## src/design/pps_isqrt.sv

```systemverilog
// Pipelined integer square root, one result bit per stage, with side band.
// Stand-alone; the caller supplies the shared stage enable.
`default_nettype none

module pps_isqrt #(
  parameter int W  = 58,
  parameter int SW = 8
) (
  input  logic            clk,
  input  logic            rst_n,
  input  logic            ce,
  input  logic            in_valid,
  input  logic [W-1:0]    rad,
  input  logic [SW-1:0]   in_side,
  output logic            out_valid,
  output logic [W/2-1:0]  root,
  output logic [SW-1:0]   out_side
);

  localparam int RW = W / 2;

  logic            vld_r  [0:RW-1];
  logic [W-1:0]    x_r    [0:RW-1];
  logic [RW+1:0]   rem_r  [0:RW-1];
  logic [RW-1:0]   rt_r   [0:RW-1];
  logic [SW-1:0]   sd_r   [0:RW-1];

  for (genvar k = 0; k < RW; k++) begin : g_step
    logic          v_in;
    logic [W-1:0]  x_in;
    logic [RW+1:0] rem_in;
    logic [RW-1:0] rt_in;
    logic [SW-1:0] sd_in;
    logic [RW+3:0] cur;
    logic [RW+3:0] trial;
    logic [RW+3:0] dif;
    logic          ge;

    if (k == 0) begin : g_first
      assign v_in   = in_valid;
      assign x_in   = rad;
      assign rem_in = '0;
      assign rt_in  = '0;
      assign sd_in  = in_side;
    end else begin : g_next
      assign v_in   = vld_r[k-1];
      assign x_in   = x_r[k-1];
      assign rem_in = rem_r[k-1];
      assign rt_in  = rt_r[k-1];
      assign sd_in  = sd_r[k-1];
    end

    // Bring down the next two radicand bits and try the next root bit.
    assign cur   = {rem_in, x_in[W-1-2*k -: 2]};
    assign trial = {2'b00, rt_in, 2'b01};
    assign ge    = (cur >= trial);
    assign dif   = cur - trial;

    always_ff @(posedge clk) begin
      if (!rst_n) begin
        vld_r[k] <= 1'b0;
      end else if (ce) begin
        vld_r[k] <= v_in;
      end
    end

    always_ff @(posedge clk) begin
      if (ce) begin
        x_r[k]   <= x_in;
        sd_r[k]  <= sd_in;
        rem_r[k] <= ge ? dif[RW+1:0] : cur[RW+1:0];
        rt_r[k]  <= {rt_in[RW-2:0], ge};
      end
    end
  end

  assign out_valid = vld_r[RW-1];
  assign root      = rt_r[RW-1];
  assign out_side  = sd_r[RW-1];

endmodule

`default_nettype wire

```

## config.mk

```make
export PLATFORM = sky130hd
export DESIGN_NAME = pps_isqrt
export DESIGN_NICKNAME = d
export VERILOG_FILES = /design/src/design/pps_isqrt.sv
export SDC_FILE = /design/constraint.sdc
export NUM_CORES = 2
export LEC_CHECK = 0
export BUFFER_PORTS_ARGS = -buffer_cell sky130_fd_sc_hd__buf_2
export CAP_MARGIN = 15
export CORE_MARGIN = 2
export CORE_UTILIZATION = 25
export CTS_BUF_LIST = sky130_fd_sc_hd__clkbuf_16
export CTS_CLUSTER_SIZE = 30
export DETAILED_ROUTE_END_ITERATION = 8
export GPL_TIMING_DRIVEN = 0
export PLACE_DENSITY = 0.43
export SLEW_MARGIN = 15
export SYNTH_ARGS = -nofsm -noshare
export SYNTH_HDL_FRONTEND = slang
export SYNTH_SLANG_ARGS = --single-unit
```

## constraint.sdc

```tcl
create_clock -name clk -period 3.9 [get_ports clk]
set_input_delay 0.585 -clock clk [delete_from_list [all_inputs] [get_ports clk]]
set_output_delay 0.585 -clock clk [all_outputs]
set_load 0.05 [all_outputs]
```

==> metrics <==
area leader, netlist=edfxtp_1; internal cell power=52000 uW; Critical Path Max Stage Delay=580 ps; remaining antenna violation count=0; TritonCTS clock tree=yes; mux cell area share after synthesis=0.632%; Clock Tree Root=clkbuf_16; largest cells by area after synthesis=edfxtp_1 (67%), ha_1 (5.6%), xor2_1 (3.0%); Final Critical Period=3830 ps; area share of the largest cell type after synthesis=67.1%; DRT iter0 DRCs=4312; total number of vias=61300; global-route wire length before repair=364000 um; dpl ws=-1380 ps; total negative slack=0 ps; Post-Synth XOR/XNOR Area=5.75%; die width=650 um; Final Hold Viols=0; Synth Cell Area=0.104 mm2; GPL Wtd Cong=0.854; port buffer count=106; WL final=233000 um; DRC=0; Critical Path RT=4540 ps; Worst EP arrival=4470 ps; Post-synth EDFFs=2331; largest family of logic cells by synthesized area=simple AND/OR/NAND/NOR gates; sw frac=27.5%; Clk Latency, worst-skew pair=890 ps; Post-synth top flop=edfxtp_1; area fraction in compound gates after synthesis=8.85%; Crit path buffers/inverters=0; Finished Layout Cells=13900; clk slew on worst S/H paths=60 ps; cell with the most instances after synthesis=edfxtp_1; Row Count=237; initial core utilization=25.1%; critical path fanouts, max=7; Rel. slew slack=32.4%; MaxCap Viol Count=0; vias in the first global route=62900; Yosys reg bits=2332; peak supply drop=0.363 mV; Max Root-Sink Buffers=4; status=complete, no violations; clock skew after layout=62.7 ps; H-tree depth=5; pins over their slew limit=0; sequential area share after synthesis=67.2%; Synth Warn #=0; Sinks on Clock Net=2332; P_leak=0.0456 uW; Final period util=98.2%; via/cell ratio=4.40; most used cell, CP=or4_4; worst min-delay path category=in2reg; Syn Inst Count=7741; adder-cell share of the synthesized area=5.58%; critical path class=reg2reg; Fmax=0.261 GHz; Die H=650 um; DPL Wire Length=165000 um; crit path launch type=register; clock share of power=37.0%; GRT Total Usage=10.8%; final core occ=29.5%; critical path capture point type=register; Comb power frac=16.8%; TritonCTS buffer count=289; share of post-route cells with drive strength above 1=8.90%; CORE AREA=0.416 mm2; synth unique cells=85; synth-to-layout area growth=17.8%; Post-synth ARST share=0%; worst path cell trace=or4_4 > or4_4 > or4_4 > o211ai_4 > nor4_4 > a311o_1 > or3_4 > or4_1 > xnor2_1; Routed WL per cell=16.7 um; die area=0.422 mm2; Cells after DPL=13400; Switch Pwr=19700 uW; initial antenna violation count=3; DRT Pass-1 Iters=6; Avg Inst Size Synth=13.5 um2; slew at the pin with the worst max-slew slack=989 ps; I/O Pins=108; Post-synth top cells=edfxtp_1 (2331), nand2_1 (587), inv_1 (579); Slowest cell on crit path=or4_4; largest net degree at the start of global routing=156; final setup fails=0; Setup WS post-layout=70.3 ps; fin nets=8771; CP delay by family, top=simple AND/OR/NAND/NOR gates; Sequential Power Share=46.1%; hold slack=126 ps; Simple-Gate Fraction of Synth Area=9.34%; grt ovf=0; syn nets=8276; pwr dens=584 mW/mm2
==> layout make-up <==
cell class,count,area [um2]
multi-input cells,4667,31800
clock inverters,209,1980
repair buffers,207,1860
fillers,41700,293000
diodes,1,2.50
plain buffers,153,646
well taps,5497,6880
clock buffers,297,7430
flip-flops and latches,2332,70000
inverters,586,2200
==> routing by layer <==
layer  share of wire [%]  up-vias  track usage (%)
li1                    -    29800                -
met1                  43    29900             13.1
met2                  49     1194             18.9
met3                 4.3      461             1.95
met4                 3.9        0             4.10
met5                   0        -                0
==> state kept, by name, summed over array words and instances, names as in the netlist <==
register,cells
rem_r,824
sd_r,232
x_r,812
vld_r,29
rt_r,435
==> cells in the final DEF, fill, tap and decap left out, types with 50 or more instances in the layout <==
master,Yosys,routed
dlygate4sd3_1,0,68
and3_1,75,75
buf_2,3,115
o21ai_0,440,432
nor2_1,411,410
inv_1,579,626
nor3_1,175,172
xnor2_1,333,333
nand2b_1,70,69
clkinv_1,5,62
clkbuf_1,137,108
a21o_1,196,196
nand2_1,587,586
clkbuf_16,0,297
o21a_1,77,76
a21oi_1,406,400
ha_1,465,463
edfxtp_1,2331,2331
nand4_1,79,79
nor4_1,111,103
or3_1,86,85
nor2b_1,62,62
nand3_1,113,112
xor2_1,352,352
o31ai_1,52,50
==> stage by stage <==
stage               cell area, um2  total power, uW
CTS                         123000            73100
detailed placement          112000            45600
floorplan                   104000            41300
global placement            112000            47300
global route                123000            75700
finish                      123000            71700
==> worst paths after layout <==
path | slack [ps] | cells after the start | to | start
max reg2reg | 70 | 9 | rem_r[0][169] | rem_r[0][136]
min | 130 | 2 | vld_r[1][0] | rst_n
min reg2reg | 380 | 0 | x_r[0][384] | x_r[0][326]
max | 70 | 9 | rem_r[0][169] | rem_r[0][136]
==> kinds of logic after synthesis <==
group	count (synthesis)
flops	2332
simple gates	1972
compound gates	1484
buf+inv	742
xor+xnor	685
fa+ha+maj	465
mux	60
other cells	1
==> power groups by stage <==
| stage | Clock [uW] | Sequential [uW] | Combinational (uW) |
|---|---|---|---|
| after floorplan | 0 | 32800 | 8450 |
| after global placement | 0 | 35500 | 11800 |
| after detailed placement | 0 | 33700 | 11900 |
| after CTS | 27800 | 33200 | 12100 |
| after global routing | 28700 | 33400 | 13600 |
| final | 26600 | 33100 | 12100 |
==> what timing repair did <==
action / in CTS / in global routing
buffers inserted: 3 / 10
resized for setup: 63 / 81
pin swaps: 0 / 4
setup endpoints to repair: 314 / 362
endpoints found under the hold margin: 68 / 0
hold buffers: 68 / 0
Note: power is estimated with default switching activity, not from simulation.
