## src/design/pps_udiv.sv

```systemverilog
// Pipelined unsigned restoring divider, one quotient bit per stage.
// The caller guarantees that num / 2^QW is below den. Stand-alone.
`default_nettype none

module pps_udiv #(
  parameter int NW = 55,
  parameter int DW = 30,
  parameter int QW = 30,
  parameter int SW = 8
) (
  input  logic          clk,
  input  logic          rst_n,
  input  logic          ce,
  input  logic          in_valid,
  input  logic [NW-1:0] num,
  input  logic [DW-1:0] den,
  input  logic [SW-1:0] in_side,
  output logic          out_valid,
  output logic [QW-1:0] quo,
  output logic [SW-1:0] out_side
);

  logic          vld_r [0:QW-1];
  logic [DW-1:0] rem_r [0:QW-1];
  logic [DW-1:0] den_r [0:QW-1];
  logic [QW-1:0] lo_r  [0:QW-1];
  logic [QW-1:0] qt_r  [0:QW-1];
  logic [SW-1:0] sd_r  [0:QW-1];

  for (genvar k = 0; k < QW; k++) begin : g_step
    logic          v_in;
    logic [DW-1:0] rem_in;
    logic [DW-1:0] den_in;
    logic [QW-1:0] lo_in;
    logic [QW-1:0] qt_in;
    logic [SW-1:0] sd_in;
    logic [DW:0]   cur;
    logic [DW:0]   dif;
    logic          ge;

    if (k == 0) begin : g_first
      assign v_in   = in_valid;
      assign rem_in = DW'(num[NW-1:QW]);
      assign den_in = den;
      assign lo_in  = num[QW-1:0];
      assign qt_in  = '0;
      assign sd_in  = in_side;
    end else begin : g_next
      assign v_in   = vld_r[k-1];
      assign rem_in = rem_r[k-1];
      assign den_in = den_r[k-1];
      assign lo_in  = lo_r[k-1];
      assign qt_in  = qt_r[k-1];
      assign sd_in  = sd_r[k-1];
    end

    // Shift in the next numerator bit and subtract where it fits.
    assign cur = {rem_in, lo_in[QW-1]};
    assign ge  = (cur >= {1'b0, den_in});
    assign dif = cur - {1'b0, den_in};

    always_ff @(posedge clk) begin
      if (!rst_n) begin
        vld_r[k] <= 1'b0;
      end else if (ce) begin
        vld_r[k] <= v_in;
      end
    end

    always_ff @(posedge clk) begin
      if (ce) begin
        rem_r[k] <= ge ? dif[DW-1:0] : cur[DW-1:0];
        den_r[k] <= den_in;
        lo_r[k]  <= {lo_in[QW-2:0], 1'b0};
        qt_r[k]  <= {qt_in[QW-2:0], ge};
        sd_r[k]  <= sd_in;
      end
    end
  end

  assign out_valid = vld_r[QW-1];
  assign quo       = qt_r[QW-1];
  assign out_side  = sd_r[QW-1];

endmodule

`default_nettype wire

```

## config.mk

```make
export PLATFORM = sky130hd
export DESIGN_NAME = pps_udiv
export DESIGN_NICKNAME = d
export VERILOG_FILES = /design/src/design/pps_udiv.sv
export SDC_FILE = /design/constraint.sdc
export NUM_CORES = 2
export LEC_CHECK = 0
export BUFFER_PORTS_ARGS = -buffer_cell sky130_fd_sc_hd__buf_4
export CAP_MARGIN = 20
export CORE_MARGIN = 3
export CORE_UTILIZATION = 35
export DETAILED_ROUTE_END_ITERATION = 6
export GPL_TIMING_DRIVEN = 0
export SETUP_SLACK_MARGIN = 0.4
export SLEW_MARGIN = 20
export SYNTH_ARGS = -nofsm -noshare
export SYNTH_HDL_FRONTEND = slang
export SYNTH_SLANG_ARGS = --single-unit
export TNS_END_PERCENT = 1
```

## constraint.sdc

```tcl
create_clock -name clk -period 4.6 [get_ports clk]
set_clock_uncertainty 0.2 [all_clocks]
set_input_delay 0.46 -clock clk [delete_from_list [all_inputs] [get_ports clk]]
set_output_delay 0.46 -clock clk [all_outputs]
set_load 0.01 [all_outputs]
```

==> flow_metrics.tcl <==
set metrics [dict create \
    critPathMaxFanout 10 \
    cts_htree_levels 5 \
    power_uw 113800 \
    yosysUniqueCellTypes 103 \
    end_kind "flip-flop" \
    holdPathEnd "rem_r[0][0]" \
    setup_tns_ps 0 \
    rsz0062_at_grt "true" \
    area_growth_pct 15.13 \
    max_freq_ghz 0.2292 \
    port_buffers 135 \
    min_period_ps 4363 \
    root_buffer "clkbuf_16" \
    critPathRequiredTime_ps 5090 \
    synth_edf_count 2909 \
    ir_drop_v 0.0003225 \
    drv_cap 0 \
    wl_per_cell_um 18.42 \
    cp-start-kind "flip-flop" \
    vias 89200 \
    drc_errors 0 \
    grt_overflow 0 \
    antenna_found_initial 5 \
    cpPeakStageDelay_ps 470 \
    timing.hold.ws_ps 86.14 \
    synthesis.nets 12460 \
    r2r_start "den_r[0][192]" \
    synth_seq_cells 2910 \
    holdCritStartpoint "num[29]" \
    rows 234 \
    power_density_mw_per_mm2 685.9 \
    grt_max_degree 153 \
    worst_pin_slew_ps 977.5 \
    reg2reg_depth 13 \
    hold_depth 4 \
    status "finished, final reports clean" \
    track_usage 0.1527 \
    worst_path_max_delay_cell "edfxtp_1" \
    startpoint "den_r[0][192]" \
    num_io_pins 136 \
    gp_congestion 0.9007 \
    critPathBufInv 4 \
    cts_tree "yes" \
    coreArea_sq_mm 0.4081 \
    grt_pass1_vias 86030 \
    avgSynthCellArea_sq_um 12.60 \
    synth_ff_type "edfxtp_1" \
    synthArstFlopShare 0 \
    hold_path.class "in2reg" \
    final_common_cell "edfxtp_1" \
    arrival_ps 4850 \
    cp_cell_sequence "inv_1, ha_1, clkbuf_1, a21o_1, a211oi_1, o2111ai_1, a21o_1, o311ai_0, and3b_1, o21ai_2, buf_2, buf_2, a21oi_1" \
    timing.reg2reg.setup_slack_ps 240 \
    grt_pass1_wl_um 505300 \
    worst_r2r_endpoint "rem_r[0][215]" \
    dieArea_sq_mm 0.4193 \
    drt_first_pass_iters 6 \
    path_clk_slew_ps 60 \
    die_h_um 647.6 \
    p_leak_uw 0.06538 \
    dp.final_hpwl_um 238200 \
    start_util 0.3530 \
    hold_violations 0 \
    fin_crit_sh 0.9484 \
    maxSlewViolCount 0 \
    die_x_um 647.6 \
    final_cell_mix "edfxtp_1, inv_1, ha_1" \
    path_class "reg2reg" \
    yosys_warnings 0 \
    crit_family "compound AO/OA/AOI/OAI gates" \
    syn_inst 11440 \
    cts_made_buffers 338 \
    setup_viol 0 \
    drt_iter0_markers 6790 \
    layout-drive-gt1-share 0.1036 \
    cts.sinks 2910 \
    clk_latency_ps 940 \
    slew-limit-headroom 0.3315 \
    drt_wl_total_um 327800 \
    synthesis.area_sq_mm 0.1441 \
    postRouteAntennaNets 0 \
    seq_area_frac_synth 0.6065 \
    finalNetCount 13110 \
    cts.path.max_buffers 4 \
    via_per_inst 5.011 \
]
state kept, by name, summed over array words and instances, names as in the netlist:
register and count:
vld_r 30, sd_r 240, rem_r 870, den_r 870, qt_r 465, lo_r 435
stage by stage:
| stage | util | std cells | worst slack [ps] | instance area, sq um |
|---|---|---|---|---|
| finish | 0.4064 | 17800 | 237.5 | 165900 |
| global route | 0.4064 | 17800 | 141.2 | 165900 |
| CTS | 0.4059 | 17800 | 99.22 | 165700 |
| detailed placement | 0.3737 | 17020 | -2197 | 152500 |
| global placement | 0.3721 | 17000 | -25080 | 151900 |
| floorplan | - | 11440 | 815.1 | 144100 |
power breakdown:
group	total (uW)	switching [uW]	internal (uW)
Sequential	40600	3280	37400
Combinational	45800	26300	19600
Clock	27300	11100	16100
worst max path at each step:
| stage | depth (start not counted) | to |
|---|---|---|
| 3_5_place_dp | 11 | vld_r[1] |
| 2_1_floorplan | 14 | rem_r[0][10] |
| 6_report | 13 | rem_r[0][215] |
| 3_3_place_gp | 3 | vld_r[16] |
| 5_1_grt | 14 | rem_r[1][231] |
| 4_1_cts | 12 | rem_r[0][379] |
per-layer routing:
layer	vias to the layer above	wire length [um]	track usage
met5	-	0	0
met4	0	11460	0.05276
met3	563	13980	0.01837
met2	1942	152700	0.2511
met1	42870	149700	0.2083
li1	43820	-	-
area by class of cell:
type	count	area [sq um]
Fill cell	38420	242300
Sequential cell	2910	87370
Multi-Input combinational cell	7145	51510
Clock buffer	388	8752
Tap cell	5428	6792
Inverter	1148	4309
Timing Repair Buffer	315	3426
Clock inverter	230	2594
Buffer	234	1094
Antenna cell	2	5.005
tightest hold or removal path: stages:
cell and delay (ps):
buf_4 110, inv_1 60, ha_1 220, mux2i_1 160
logic make-up (layout without fill, tap and decap cells):
| group | Yosys count | in the layout | share of synthesized area |
|---|---|---|---|
| mux | 401 | 401 | 0.03172 |
| fa+ha+maj | 925 | 925 | 0.08185 |
| simple gates | 2321 | 2321 | 0.07732 |
| compound gates | 2791 | 2791 | 0.1226 |
| other cells | 0 | 2 | 0 |
| flops | 2910 | 2910 | 0.6065 |
| buf+inv | 1382 | 2315 | 0.03707 |
| xor+xnor | 707 | 707 | 0.04298 |
repair_timing:
action	in CTS	in global routing
hold buffers	142	0
gates cloned	7	0
resized for setup	18	90
setup buffers	4	3
hold endpoints to repair	281	0
setup endpoints to repair	799	716
pin swaps	1	3
Yosys cell counts (all sizes together) (147+ instances only):
library cell / count / share of area
a21oi: 829 / 0.029
o21ai: 682 / 0.024
nand3: 178 / 0.0062
inv: 1148 / 0.030
nor3: 147 / 0.0051
nand2: 737 / 0.019
a21o: 413 / 0.022
ha: 896 / 0.078
mux2: 366 / 0.029
clkbuf: 169 / 0.0044
nor2: 541 / 0.014
edfxtp: 2909 / 0.61
xnor2: 429 / 0.026
xor2: 278 / 0.017
No activity file was read; power rests on OpenSTA's default activity.
